## config.mk

```make
export PLATFORM = sky130hd
export DESIGN_NAME = eeprom_emulation_log_controller_top
export DESIGN_NICKNAME = d
export VERILOG_FILES = /design/src/rtl/eelc_pkg.sv /design/src/rtl/eelc_front.sv /design/src/rtl/eelc_queue.sv /design/src/rtl/eelc_back.sv /design/src/rtl/eeprom_emulation_log_controller_top.sv
export VERILOG_INCLUDE_DIRS = /design/src /design/src/rtl
export SDC_FILE = /design/constraint.sdc
export NUM_CORES = 1
export LEC_CHECK = 0
export BUFFER_PORTS_ARGS = -buffer_cell sky130_fd_sc_hd__buf_2
export CAP_MARGIN = 20
export CORE_MARGIN = 5
export CORE_UTILIZATION = 27
export DETAILED_ROUTE_END_ITERATION = 10
export PLACE_DENSITY = 0.39
export SYNTH_ARGS = -nofsm -noshare
export SYNTH_HDL_FRONTEND = slang
export SYNTH_SLANG_ARGS = --single-unit
```

## constraint.sdc

```tcl
create_clock -name clk -period 6.4 [get_ports clk]
set_input_delay 0.96 -clock clk [delete_from_list [all_inputs] [get_ports clk]]
set_output_delay 0.96 -clock clk [all_outputs]
set_load 0.1 [all_outputs]
```

## src/rtl/eeprom_emulation_log_controller_top_macros.svh

```systemverilog
// ============================================================================
// eeprom_emulation_log_controller_top_macros.svh
// Assertion macros shared by the EEPROM emulation log controller RTL.
// ============================================================================
`ifndef EEPROM_EMULATION_LOG_CONTROLLER_TOP_MACROS_SVH
`define EEPROM_EMULATION_LOG_CONTROLLER_TOP_MACROS_SVH

`ifndef SYNTHESIS
// property checked on every clock edge outside reset
`define EELC_ASSERT(label, prop, msg) \
    label: assert property (@(posedge clk) disable iff (!rst_n) prop) else $error(msg);
// condition that must never be seen outside reset
`define EELC_NEVER(label, cond, msg) \
    label: assert property (@(posedge clk) disable iff (!rst_n) !(cond)) else $error(msg);
`else
`define EELC_ASSERT(label, prop, msg)
`define EELC_NEVER(label, cond, msg)
`endif

`endif

```

## src/rtl/eelc_pkg.sv

```systemverilog
// ============================================================================
// eelc_pkg
// Types, sizes and codes of the EEPROM emulation log controller.
// ============================================================================
package eelc_pkg;

    localparam int EEPROM_BYTES = 32;
    localparam int LOG_SLOTS    = 64;
    localparam int QUEUE_DEPTH  = 2;

    localparam int CACHE_AW = (EEPROM_BYTES > 1) ? $clog2(EEPROM_BYTES) : 1;
    localparam int FILL_W   = $clog2(LOG_SLOTS + 1);
    localparam int PROD_W   = FILL_W + 9;
    localparam int QPTR_W   = (QUEUE_DEPTH > 1) ? $clog2(QUEUE_DEPTH) : 1;
    localparam int QCNT_W   = $clog2(QUEUE_DEPTH + 1);

    localparam logic [FILL_W-1:0] LOG_FULL = FILL_W'(LOG_SLOTS);
    localparam logic [FILL_W-1:0] LOG_LAST = FILL_W'(LOG_SLOTS - 1);

    localparam logic       REG_FLASH_BASE   = 1'b0;
    localparam logic       REG_SLOT_BYTES   = 1'b1;
    localparam logic [8:0] SLOT_BYTES_RESET = 9'd4;

    typedef enum logic [1:0] {
        OP_READ   = 2'd0,
        OP_WRITE  = 2'd1,
        OP_REPLAY = 2'd2,
        OP_ERASE  = 2'd3
    } op_t;

    typedef enum logic [1:0] {
        CMD_NONE    = 2'd0,
        CMD_PROGRAM = 2'd1,
        CMD_ERASE   = 2'd2
    } cmd_t;

    typedef struct packed {
        op_t                 op;
        logic                addr_ok;
        logic [CACHE_AW-1:0] idx;
        logic [7:0]          data;
    } item_t;

    typedef struct packed {
        logic [7:0]  read_data;
        logic        status;
        cmd_t        flash_cmd;
        logic [31:0] flash_address;
        logic [4:0]  record_address;
        logic [7:0]  record_data;
        logic        last;
    } res_t;

    function automatic logic [4:0] rec_addr(input logic [CACHE_AW-1:0] idx);
        logic [15:0] wide;
        wide = 16'(idx);
        return wide[4:0];
    endfunction

endpackage

```

## src/rtl/eelc_front.sv

```systemverilog
// ============================================================================
// eelc_front
// Input stage: takes requests, decodes the op and checks the address range.
// ============================================================================
module eelc_front (
    input  logic                clk,
    input  logic                rst_n,
    input  logic                s_tvalid,
    output logic                s_tready,
    input  logic [23:0]         s_tdata,   // address[15:0], data[23:16]
    input  logic [1:0]          s_tuser,   // op[1:0]
    input  logic                q_ready,
    output logic                q_push,
    output eelc_pkg::item_t     q_item
);

    eelc_pkg::item_t item_reg;
    eelc_pkg::item_t item_next;
    logic            valid_reg;
    logic            valid_next;
    logic            accept;
    logic [15:0]     address;

    assign address  = s_tdata[15:0];
    assign s_tready = !valid_reg || q_ready;
    assign accept   = s_tvalid && s_tready;
    assign q_push   = valid_reg && q_ready;
    assign q_item   = item_reg;

    always_comb
    begin
        item_next = item_reg;
        valid_next = valid_reg;
        if (accept)
        begin
            item_next.op      = eelc_pkg::op_t'(s_tuser);
            item_next.addr_ok = address < 16'(eelc_pkg::EEPROM_BYTES);
            item_next.idx     = address[eelc_pkg::CACHE_AW-1:0];
            item_next.data    = s_tdata[23:16];
            valid_next        = 1'b1;
        end
        else if (q_push)
        begin
            valid_next = 1'b0;
        end
    end

    always_ff @(posedge clk or negedge rst_n)
    begin
        if (!rst_n)
        begin
            valid_reg <= 1'b0;
        end
        else
        begin
            valid_reg <= valid_next;
        end
    end

    always_ff @(posedge clk)
    begin
        item_reg <= item_next;
    end

endmodule

```

## src/rtl/eelc_queue.sv

```systemverilog
// ============================================================================
// eelc_queue
// Short request queue between the front and the execution back end.
// ============================================================================
`include "eeprom_emulation_log_controller_top_macros.svh"

module eelc_queue (
    input  logic            clk,
    input  logic            rst_n,
    input  logic            push,
    input  eelc_pkg::item_t push_item,
    output logic            ready,
    input  logic            pop,
    output logic            head_valid,
    output eelc_pkg::item_t head_item
);

    eelc_pkg::item_t                 entries_reg [eelc_pkg::QUEUE_DEPTH];
    logic [eelc_pkg::QPTR_W-1:0]     wr_ptr_reg;
    logic [eelc_pkg::QPTR_W-1:0]     wr_ptr_next;
    logic [eelc_pkg::QPTR_W-1:0]     rd_ptr_reg;
    logic [eelc_pkg::QPTR_W-1:0]     rd_ptr_next;
    logic [eelc_pkg::QCNT_W-1:0]     count_reg;
    logic [eelc_pkg::QCNT_W-1:0]     count_next;

    localparam logic [eelc_pkg::QPTR_W-1:0] PTR_END = eelc_pkg::QPTR_W'(eelc_pkg::QUEUE_DEPTH - 1);
    localparam logic [eelc_pkg::QCNT_W-1:0] CNT_FULL = eelc_pkg::QCNT_W'(eelc_pkg::QUEUE_DEPTH);

    assign ready      = count_reg != CNT_FULL;
    assign head_valid = count_reg != '0;
    assign head_item  = entries_reg[rd_ptr_reg];

    always_comb
    begin
        wr_ptr_next = wr_ptr_reg;
        rd_ptr_next = rd_ptr_reg;
        count_next  = count_reg;
        if (push)
        begin
            wr_ptr_next = (wr_ptr_reg == PTR_END) ? '0 : wr_ptr_reg + 1'b1;
        end
        if (pop)
        begin
            rd_ptr_next = (rd_ptr_reg == PTR_END) ? '0 : rd_ptr_reg + 1'b1;
        end
        if (push && !pop)
        begin
            count_next = count_reg + 1'b1;
        end
        else if (pop && !push)
        begin
            count_next = count_reg - 1'b1;
        end
    end

    always_ff @(posedge clk or negedge rst_n)
    begin
        if (!rst_n)
        begin
            wr_ptr_reg <= '0;
            rd_ptr_reg <= '0;
            count_reg  <= '0;
        end
        else
        begin
            wr_ptr_reg <= wr_ptr_next;
            rd_ptr_reg <= rd_ptr_next;
            count_reg  <= count_next;
        end
    end

    always_ff @(posedge clk)
    begin
        if (push)
        begin
            entries_reg[wr_ptr_reg] <= push_item;
        end
    end

    `EELC_NEVER(a_no_push_full, push && !ready, "queue push while full")
    `EELC_NEVER(a_no_pop_empty, pop && !head_valid, "queue pop while empty")
    `EELC_ASSERT(a_count_range, count_reg <= CNT_FULL, "queue count beyond depth")

endmodule

```

## src/rtl/eelc_back.sv

```systemverilog
// ============================================================================
// eelc_back
// Execution back end: byte cache, log fill pointer, compaction sequencer
// and result register.
// ============================================================================
`include "eeprom_emulation_log_controller_top_macros.svh"

module eelc_back (
    input  logic            clk,
    input  logic            rst_n,
    input  logic [31:0]     flash_base,
    input  logic [8:0]      slot_bytes,
    input  logic            head_valid,
    input  eelc_pkg::item_t head_item,
    output logic            pop,
    output logic            res_valid,
    input  logic            res_ready,
    output eelc_pkg::res_t  res
);

    typedef enum logic {
        ST_IDLE,
        ST_SCAN
    } state_t;

    state_t                          state_reg;
    state_t                          state_next;
    logic [7:0]                      cache_reg [eelc_pkg::EEPROM_BYTES];
    logic [7:0]                      cache_next [eelc_pkg::EEPROM_BYTES];
    logic [eelc_pkg::FILL_W-1:0]     fill_reg;
    logic [eelc_pkg::FILL_W-1:0]     fill_next;
    logic                            replay_done_reg;
    logic                            replay_done_next;
    logic [eelc_pkg::CACHE_AW-1:0]   scan_idx_reg;
    logic [eelc_pkg::CACHE_AW-1:0]   scan_idx_next;
    logic                            out_valid_reg;
    logic                            out_valid_next;
    eelc_pkg::res_t                  out_reg;
    eelc_pkg::res_t                  out_next;

    logic                            out_free;
    logic [eelc_pkg::CACHE_AW-1:0]   rd_idx;
    logic [7:0]                      rd_byte;
    logic [eelc_pkg::EEPROM_BYTES-1:0] nz;
    logic [eelc_pkg::EEPROM_BYTES-1:0] nz_upd;
    logic [eelc_pkg::EEPROM_BYTES-1:0] higher;
    logic [eelc_pkg::PROD_W-1:0]     prod;
    logic [31:0]                     slot_addr;

    assign out_free  = !out_valid_reg || res_ready;
    assign rd_idx    = (state_reg == ST_SCAN) ? scan_idx_reg : head_item.idx;
    assign rd_byte   = cache_reg[rd_idx];
    assign prod      = eelc_pkg::PROD_W'(fill_reg) * eelc_pkg::PROD_W'(slot_bytes);
    assign slot_addr = flash_base + 32'(prod);
    assign res_valid = out_valid_reg;
    assign res       = out_reg;

    always_comb
    begin
        for (int i = 0; i < eelc_pkg::EEPROM_BYTES; i++)
        begin
            nz[i]     = |cache_reg[i];
            higher[i] = eelc_pkg::CACHE_AW'(i) > scan_idx_reg;
        end
        nz_upd = nz;
        nz_upd[head_item.idx] = |head_item.data;
    end

    always_comb
    begin
        state_next       = state_reg;
        cache_next       = cache_reg;
        fill_next        = fill_reg;
        replay_done_next = replay_done_reg;
        scan_idx_next    = scan_idx_reg;
        out_next         = out_reg;
        out_valid_next   = out_valid_reg && !res_ready;
        pop              = 1'b0;

        unique case (state_reg)
            ST_IDLE:
            begin
                if (head_valid && out_free)
                begin
                    pop            = 1'b1;
                    out_valid_next = 1'b1;
                    out_next       = '0;
                    out_next.last  = 1'b1;
                    unique case (head_item.op)
                        eelc_pkg::OP_READ:
                        begin
                            out_next.read_data = head_item.addr_ok ? rd_byte : 8'd0;
                        end
                        eelc_pkg::OP_WRITE:
                        begin
                            replay_done_next = 1'b1;
                            if (!head_item.addr_ok)
                            begin
                                out_next.status = 1'b1;
                            end
                            else if (rd_byte != head_item.data)
                            begin
                                cache_next[head_item.idx] = head_item.data;
                                if (fill_reg < eelc_pkg::LOG_FULL)
                                begin
                                    out_next.flash_cmd      = eelc_pkg::CMD_PROGRAM;
                                    out_next.flash_address  = slot_addr;
                                    out_next.record_address = eelc_pkg::rec_addr(head_item.idx);
                                    out_next.record_data    = head_item.data;
                                    fill_next               = fill_reg + 1'b1;
                                end
                                else
                                begin
                                    out_next.flash_cmd = eelc_pkg::CMD_ERASE;
                                    out_next.last      = !(|nz_upd);
                                    fill_next          = '0;
                                    scan_idx_next      = '0;
                                    if (|nz_upd)
                                    begin
                                        state_next = ST_SCAN;
                                    end
                                end
                            end
                        end
                        eelc_pkg::OP_REPLAY:
                        begin
                            if (!replay_done_reg)
                            begin
                                if (!head_item.addr_ok || fill_reg >= eelc_pkg::LOG_FULL)
                                begin
                                    replay_done_next = 1'b1;
                                end
                                else
                                begin
                                    cache_next[head_item.idx] = head_item.data;
                                    fill_next = fill_reg + 1'b1;
                                end
                            end
                        end
                        eelc_pkg::OP_ERASE:
                        begin
                            replay_done_next   = 1'b1;
                            fill_next          = '0;
                            out_next.flash_cmd = eelc_pkg::CMD_ERASE;
                            for (int i = 0; i < eelc_pkg::EEPROM_BYTES; i++)
                            begin
                                cache_next[i] = 8'd0;
                            end
                        end
                    endcase
                end
            end
            ST_SCAN:
            begin
                if (!nz[scan_idx_reg])
                begin
                    scan_idx_next = scan_idx_reg + 1'b1;
                end
                else if (out_free)
                begin
                    out_valid_next          = 1'b1;
                    out_next                = '0;
                    out_next.flash_cmd      = eelc_pkg::CMD_PROGRAM;
                    out_next.flash_address  = slot_addr;
                    out_next.record_address = eelc_pkg::rec_addr(scan_idx_reg);
                    out_next.record_data    = rd_byte;
                    out_next.last           = !(|(nz & higher)) ||
                                              (fill_reg == eelc_pkg::LOG_LAST);
                    fill_next               = fill_reg + 1'b1;
                    scan_idx_next           = scan_idx_reg + 1'b1;
                    if (out_next.last)
                    begin
                        state_next = ST_IDLE;
                    end
                end
            end
        endcase
    end

    always_ff @(posedge clk or negedge rst_n)
    begin
        if (!rst_n)
        begin
            state_reg       <= ST_IDLE;
            fill_reg        <= '0;
            replay_done_reg <= 1'b0;
            scan_idx_reg    <= '0;
            out_valid_reg   <= 1'b0;
            out_reg         <= '0;
            for (int i = 0; i < eelc_pkg::EEPROM_BYTES; i++)
            begin
                cache_reg[i] <= 8'd0;
            end
        end
        else
        begin
            state_reg       <= state_next;
            fill_reg        <= fill_next;
            replay_done_reg <= replay_done_next;
            scan_idx_reg    <= scan_idx_next;
            out_valid_reg   <= out_valid_next;
            out_reg         <= out_next;
            cache_reg       <= cache_next;
        end
    end

    `EELC_ASSERT(a_fill_range, fill_reg <= eelc_pkg::LOG_FULL, "log fill beyond slot count")
    `EELC_NEVER(a_no_pop_in_scan, state_reg == ST_SCAN && pop, "request taken during compaction")
    `EELC_ASSERT(a_replay_done_sticky, replay_done_reg |=> replay_done_reg, "replay_done cleared")

endmodule

```

## src/rtl/eeprom_emulation_log_controller_top.sv

```systemverilog
// ============================================================================
// eeprom_emulation_log_controller_top
// EEPROM emulation on an append-only flash log, with a cached byte image.
// ============================================================================
// Requests enter on the s_t* stream (op in tuser, address and data in tdata).
// Results leave on the m_t* stream; m_tlast marks the final result of a
// request, and m_tuser carries the flash command of each result.
// Read, replay, erase and ordinary writes give one result each. A write that
// finds the log full gives an erase result and then one program result per
// non-zero cached byte, in ascending address order.
// The first result of a request passes the input stage register, a queue entry
// and the output register. Single-result requests sustain one per cycle
// while the receiver does not stall. Compaction walks the byte cache one entry
// per cycle unless the receiver stalls, and takes no new request meanwhile.
// A two-entry queue separates the input stage from execution; while the
// receiver stalls, results hold in the output register, the queue and the
// input stage register fill, and then s_tready drops.
// Reset clears the cache, the fill pointer, the replay flag and all valids;
// flash_base resets to 0 and slot_bytes to 4. Registers sit on the APB port
// at byte addresses 0 and 4 and should be written only while the block idles.
// ============================================================================
module eeprom_emulation_log_controller_top (
    input  logic        clk,
    input  logic        rst_n,
    input  logic        s_tvalid,
    output logic        s_tready,
    input  logic [23:0] s_tdata,   // address[15:0], data[23:16]
    input  logic [1:0]  s_tuser,   // op[1:0]
    output logic        m_tvalid,
    input  logic        m_tready,
    output logic [55:0] m_tdata,   // read_data[7:0], status[8], flash_address[40:9],
                                   // record_address[45:41], record_data[53:46], zero pad
    output logic [1:0]  m_tuser,   // flash_cmd[1:0]
    output logic        m_tlast,
    input  logic        psel,
    input  logic        penable,
    input  logic        pwrite,
    input  logic [2:0]  paddr,
    input  logic [31:0] pwdata,
    output logic [31:0] prdata,
    output logic        pready
);

    logic [31:0]     flash_base_reg;
    logic [31:0]     flash_base_next;
    logic [8:0]      slot_bytes_reg;
    logic [8:0]      slot_bytes_next;
    logic            cfg_wr;

    logic            q_push;
    logic            q_ready;
    eelc_pkg::item_t q_item;
    logic            pop;
    logic            head_valid;
    eelc_pkg::item_t head_item;
    eelc_pkg::res_t  res;

    assign pready = 1'b1;
    assign cfg_wr = psel && penable && pwrite && pready;

    always_comb
    begin
        flash_base_next = flash_base_reg;
        slot_bytes_next = slot_bytes_reg;
        prdata          = '0;
        unique case (paddr[2])
            eelc_pkg::REG_FLASH_BASE:
            begin
                prdata = flash_base_reg;
                if (cfg_wr)
                begin
                    flash_base_next = pwdata;
                end
            end
            eelc_pkg::REG_SLOT_BYTES:
            begin
                prdata = 32'(slot_bytes_reg);
                if (cfg_wr)
                begin
                    slot_bytes_next = pwdata[8:0];
                end
            end
        endcase
    end

    always_ff @(posedge clk or negedge rst_n)
    begin
        if (!rst_n)
        begin
            flash_base_reg <= '0;
            slot_bytes_reg <= eelc_pkg::SLOT_BYTES_RESET;
        end
        else
        begin
            flash_base_reg <= flash_base_next;
            slot_bytes_reg <= slot_bytes_next;
        end
    end

    eelc_front u_front (
        .clk      (clk),
        .rst_n    (rst_n),
        .s_tvalid (s_tvalid),
        .s_tready (s_tready),
        .s_tdata  (s_tdata),
        .s_tuser  (s_tuser),
        .q_ready  (q_ready),
        .q_push   (q_push),
        .q_item   (q_item)
    );

    eelc_queue u_queue (
        .clk        (clk),
        .rst_n      (rst_n),
        .push       (q_push),
        .push_item  (q_item),
        .ready      (q_ready),
        .pop        (pop),
        .head_valid (head_valid),
        .head_item  (head_item)
    );

    eelc_back u_back (
        .clk        (clk),
        .rst_n      (rst_n),
        .flash_base (flash_base_reg),
        .slot_bytes (slot_bytes_reg),
        .head_valid (head_valid),
        .head_item  (head_item),
        .pop        (pop),
        .res_valid  (m_tvalid),
        .res_ready  (m_tready),
        .res        (res)
    );

    assign m_tdata = {2'b00, res.record_data, res.record_address, res.flash_address,
                      res.status, res.read_data};
    assign m_tuser = res.flash_cmd;
    assign m_tlast = res.last;

endmodule
```

==> impl_metrics.env, run 1 <==
export IMPL_core_area_um2=88100
export IMPL_fin_skew_ns=0.03688
export IMPL_io_buffers=156
export IMPL_drt_iter0_drc=1498
export IMPL_grtUsageTotal=0.1842
export IMPL_crit_fanout=13
export IMPL_nets=2445
export IMPL_drc=0
export IMPL_fill_cells=9096
export IMPL_setup_tns_final_ns=0
export IMPL_num_vias=18530
export IMPL_rsz0062_at_grt="false"
export IMPL_max_freq_mhz=175.5
export IMPL_firstDrtPassIters=7
export IMPL_yosysSeqAreaShare=0.4520
export IMPL_final_common_cell="dfrtp_1"
export IMPL_grt_pass1_vias=18950
export IMPL_dp_slack_ns=0.3173
export IMPL_status="finished clean"
export IMPL_cp_depth=20
export IMPL_finish_utilization=0.3153
export IMPL_setup_violations=0
export IMPL_path_cells="and2_1 > fa_1 > inv_1 > fa_1 > inv_1 > fa_1 > inv_1 > fa_1 > inv_1 > ha_1 > a2111oi_2 > nor3b_1 > o311ai_0 > a21boi_0 > o21a_1 > nor2_1 > buf_4 > nor2_1 > xnor2_1 > a211oi_1"
export IMPL_period_needed_ns=5.697
export IMPL_dieHeight_um=307.5
export IMPL_ant_nets=0
export IMPL_grt_first_pass_wirelength_mm=131.7
export IMPL_clk_path_buf_depth=3
export IMPL_drt_vias_per_instance=5.313
export IMPL_area_growth_pct=16.21
export IMPL_yosysWarnings=0
export IMPL_p_total_uw=16310
export IMPL_cts_sinks=422
export IMPL_worstMarginPinSlew_ns=1.181
export IMPL_maxSlewViolCount=0
export IMPL_final_cell_mix="dfrtp_1, o2bb2ai_1, nand2_1"
export IMPL_setup_ws_ns=0.7032
export IMPL_wl_per_cell_um=25.53
export IMPL_synthFlopType="dfrtp_1"
export IMPL_dp_cells=3392
export IMPL_cts_root_buf="clkbuf_16"
export IMPL_max_slew_margin_rel=0.2116
export IMPL_hold_violations=0
export IMPL_hpwl_mm=63.18
export IMPL_die_width_um=307.5
export IMPL_clock_latency_ns=0.62
export IMPL_reg2reg_depth=20
export IMPL_cp_top_family="adder cells"
export IMPL_cp_slowest_cell="dfrtp_1"
export IMPL_synthCells=2147
export IMPL_startpoint_type="register"
export IMPL_fin_cells=3487
export IMPL_antenna_found_initial=1
export IMPL_ys_types=88
export IMPL_drive_gt1_frac=0.2008
export IMPL_p_leak_uw=0.01184
export IMPL_fin_crit_sh=0.8901
export IMPL_power_density_nw_per_um2=587.3
export IMPL_tritoncts="built"
export IMPL_largest_reg_flops=256
export IMPL_grt_max_degree=150
export IMPL_cts_buffers=51
export IMPL_synth_edf_count=48
export IMPL_htree_levels=2
export IMPL_num_io_pins=162
export IMPL_clk_pin_slew_worst_paths_ns=0.06
export IMPL_cpPeakStageDelay_ns=0.55
export IMPL_grt_ovfl_total=0
export IMPL_start_util=0.2713
export IMPL_drv_cap=0
export IMPL_cp_buffers_inverters=5
export IMPL_dieArea_um2=94570
export IMPL_num_rows=109
export IMPL_wirelength_mm=89.03
export IMPL_ys_async_sr_fraction=0.8863
export IMPL_syn_area_per_cell_um2=11.13
export IMPL_gp_congestion=0.9386
export IMPL_setup_worst_path_end_class="register"
export IMPL_hold_class="input port to asynchronous set/reset pin"
export IMPL_worstPathRequired_ns=6.91
export IMPL_synth_seq_cells=422
export IMPL_ir_drop_uv=375.5
export IMPL_path_class="register to register"
export IMPL_crit_arrival_ns=6.20
export IMPL_syn_area_um2=23900
[metrics by stage]
step / hold slack, ns / area (µm²)
after global routing: 0.4633 / 27770
after detailed placement: 0.4377 / 25910
after floorplan: 0.4215 / 23900
final: 0.4238 / 27770
after global placement: 0.4258 / 25910
after CTS: 0.4270 / 27740
[path summary, 6_finish.rpt]
check,slack [ns],end,from
min in group clk,0.45,u_queue.entries_reg[0][5],u_front.q_item[5]
max,0.70,u_back.res[34],u_back.fill_reg[2]
max reg2reg,0.70,u_back.res[34],u_back.fill_reg[2]
min reg2reg,0.45,u_queue.entries_reg[0][5],u_front.q_item[5]
max in group asynchronous,4.62,u_back.cache_reg[230],rst_n
min,0.42,u_back.cache_reg[189],rst_n
[cell type report]
| class | count | area (µm²) | area share |
|---|---|---|---|
| sequential | 422 | 10800 | 0.3890 |
| clock buffer | 67 | 1456 | 0.05244 |
| timing repair buffer | 208 | 1376 | 0.04955 |
| antenna | 1 | 2.502 | 0.00009010 |
| clock inverter | 26 | 370.4 | 0.01333 |
| tap | 1165 | 1458 | 0.05248 |
| multi-input combinational | 1461 | 11790 | 0.4246 |
| inverter | 137 | 514.2 | 0.01852 |
[layer usage]
metal / wire length [µm] / track usage / vias up
met5: 12 / 0 / -
met2: 41100 / 0.2941 / 567
met4: 3155 / 0.06044 / 2
li1: - / - / 8243
met1: 40370 / 0.2598 / 9561
met3: 4390 / 0.02531 / 154
[synthesized netlist by cell type, drive strengths merged (4+ instances only)]
library cell,instances,share of area
a21o,16,0.0050
a32oi,10,0.0037
inv,137,0.022
a211oi,24,0.0084
o211ai,5,0.0016
o2bb2ai,213,0.080
ha,48,0.025
nand2,193,0.030
xnor2,33,0.012
and2,43,0.011
dfrtp,373,0.39
xor2,7,0.0026
nor2b,35,0.0092
o22ai,41,0.011
edfxtp,48,0.060
a21oi,61,0.013
o21ai,58,0.012
fa,48,0.040
nand4,18,0.0052
nand2b,13,0.0034
mux2,56,0.027
clkbuf,51,0.0080
nor3b,4,0.0015
and3,12,0.0031
buf,77,0.027
nand3,38,0.0080
a211o,27,0.017
a22oi,12,0.0038
a22o,4,0.0015
nor2,135,0.021
o21a,6,0.0019
mux4,57,0.054
nor3,31,0.0072
a31oi,13,0.0040
o31ai,28,0.0088
or4,24,0.0075
mux2i,39,0.017
and4,5,0.0018
nor4,60,0.016
[logic make-up after synthesis]
kind of cell | Yosys count | synth area share
AOI/OAI and AO/OA | 548 | 0.1835
xor gates and xnor gates | 40 | 0.01466
adders and majority gates | 96 | 0.06534
buffers and inverters | 265 | 0.05675
DFF | 422 | 0.4520
muxes | 152 | 0.09780
other | 2 | 0.0003142
and+or+nand+nor | 622 | 0.1297
[power breakdown]
group	internal (µW)	total (µW)	switching, µW
Sequential	3220	3710	491
Combinational	3090	9420	6340
Clock	1960	3180	1220
Total	8270	16300	8040
[timing repair]
action	in CTS	in global routing
hold buffers	0	0
setup endpoints to repair	0	7
buffers inserted	0	0
resized for setup	0	2
Power figures use the tool's default switching activity.
==> run 2, diff against run 1 <==
- CORE_ASPECT_RATIO: unset -> 1.75
- CORE_UTILIZATION: 27 -> 62
- PLACE_DENSITY: 0.39 -> 0.78
==> impl_metrics.env, run 2 (synthesis results as in run 1) <==
export IMPL_num_vias=19270
export IMPL_clock_latency_ns=0.55
export IMPL_fill_cells=2808
export IMPL_fin_crit_sh=0.9285
export IMPL_drt_iter0_drc=1892
export IMPL_power_density_nw_per_um2=592.0
export IMPL_antenna_found_initial=0
export IMPL_drive_gt1_frac=0.1906
export IMPL_final_cell_mix="dfrtp_1, o2bb2ai_1, nand2_1"
export IMPL_ir_drop_uv=373.2
export IMPL_largest_reg_flops=256
export IMPL_fin_skew_ns=0.02177
export IMPL_clk_path_buf_depth=3
export IMPL_cts_root_buf="clkbuf_16"
export IMPL_maxSlewViolCount=0
export IMPL_hold_class="register to register"
export IMPL_nets=2435
export IMPL_postCtsSetupBuffers=0
export IMPL_dieHeight_um=269.7
export IMPL_num_io_pins=162
export IMPL_setup_worst_path_end_class="register"
export IMPL_drv_cap=0
export IMPL_die_width_um=158.4
export IMPL_grt_max_degree=151
export IMPL_gp_congestion=1.046
export IMPL_grt_first_pass_wirelength_mm=121.1
export IMPL_status="finished clean"
export IMPL_p_leak_uw=0.01162
export IMPL_wirelength_mm=80.04
export IMPL_worstPathRequired_ns=6.84
export IMPL_max_slew_margin_rel=0.3356
export IMPL_drc=0
export IMPL_path_class="register to register"
export IMPL_cp_top_family="adder cells"
export IMPL_dieArea_um2=42730
export IMPL_tritoncts="built"
export IMPL_cp_slowest_cell="fa_1"
export IMPL_hold_buffers=0
export IMPL_cpPeakStageDelay_ns=0.56
export IMPL_multi_input_area_um2=11790
export IMPL_core_area_um2=38270
export IMPL_rsz0062_at_grt="false"
export IMPL_cts_sinks=422
export IMPL_cp_buffers_inverters=5
export IMPL_hpwl_mm=58.52
export IMPL_period_needed_ns=5.943
export IMPL_setup_tns_final_ns=0
export IMPL_cts_buffers=40
export IMPL_drt_vias_per_instance=6.925
export IMPL_worstMarginPinSlew_ns=0.9928
export IMPL_max_freq_mhz=168.3
export IMPL_setup_violations=0
export IMPL_area_growth_pct=10.69
export IMPL_startpoint_type="register"
export IMPL_start_util=0.6244
export IMPL_ant_nets=0
export IMPL_wl_per_cell_um=28.76
export IMPL_grt_ovfl_total=0
export IMPL_htree_levels=2
export IMPL_clk_pin_slew_worst_paths_ns=0.06
export IMPL_crit_fanout=12
export IMPL_cts_resized_gates=0
export IMPL_p_total_uw=15660
export IMPL_grtUsageTotal=0.3741
export IMPL_num_rows=95
export IMPL_io_buffers=156
export IMPL_path_cells="and2_1 > fa_1 > inv_1 > fa_1 > inv_1 > fa_1 > inv_1 > fa_1 > inv_1 > ha_1 > a2111oi_0 > nor3b_1 > o311ai_0 > a21boi_0 > o21a_1 > nor2_1 > buf_4 > nor2_1 > xnor2_1 > a211oi_1"
export IMPL_grt_pass1_vias=20130
export IMPL_regArea_um2=10800
export IMPL_diodes=0
export IMPL_final_common_cell="dfrtp_1"
export IMPL_hold_violations=0
export IMPL_crit_arrival_ns=6.38
export IMPL_firstDrtPassIters=8
run 2: cell count changes in the layout (fill, tap and decap cells not counted), sizes merged:
cell      delta
bufinv       -5
diode        -1
clkbuf      -10
buf          +1
clkinv       -8
clkinvlp     -1
run 2: worst paths after layout:
path / start / endpoint / slack (ns) / cells after the start
max: u_back.fill_reg[1] / u_back.res[44] / 0.46 / 20
min: u_front.q_item[11] / u_queue.entries_reg[1][11] / 0.45 / 0
max reg2reg: u_back.fill_reg[1] / u_back.res[44] / 0.46 / 20
min reg2reg: u_front.q_item[11] / u_queue.entries_reg[1][11] / 0.45 / 0
max in group asynchronous: rst_n / u_back.cache_reg[32] / 4.62 / 2
min in group asynchronous: rst_n / flash_base_reg[6] / 0.46 / 1
run 2: routing by layer:
metal / track usage / up-vias / share of wire
met5: 0 / - / 0
met4: 0.2554 / 0 / 0.091
met3: 0.06082 / 382 / 0.073
met2: 0.6460 / 1091 / 0.51
met1: 0.4136 / 9586 / 0.33
li1: - / 8214 / -
run 2: metrics by stage:
stage	setup slack, ns	cells	cell area (µm²)	hold slack (ns)	util
final	0.4574	2783	26450	0.4492	0.6911
after global routing	0.1641	2783	26450	0.4687	0.6911
after CTS	0.3992	2782	26430	0.4500	0.6904
after detailed placement	0.4287	2713	25030	0.4348	0.6539
after global placement	0.5394	2713	25030	0.4269	0.6539
after floorplan	1.005	2148	23900	0.4215	-
run 2: area by class of cell:
type | instances | area share
timing repair buffer | 209 | 0.05089
tap | 485 | 0.02294
clock inverter | 12 | 0.006764
clock buffer | 57 | 0.04607
multi-input combinational | 1461 | 0.4456
inverter | 137 | 0.01944
sequential | 422 | 0.4083
run 2: power breakdown:
part / leakage [µW] / total (µW) / internal (µW) / switching [µW]
clock: 0.000684 / 2530 / 1490 / 1040
combinational: 0.00562 / 9450 / 3090 / 6360
sequential: 0.00532 / 3680 / 3220 / 463
total: 0.0116 / 15700 / 7800 / 7860
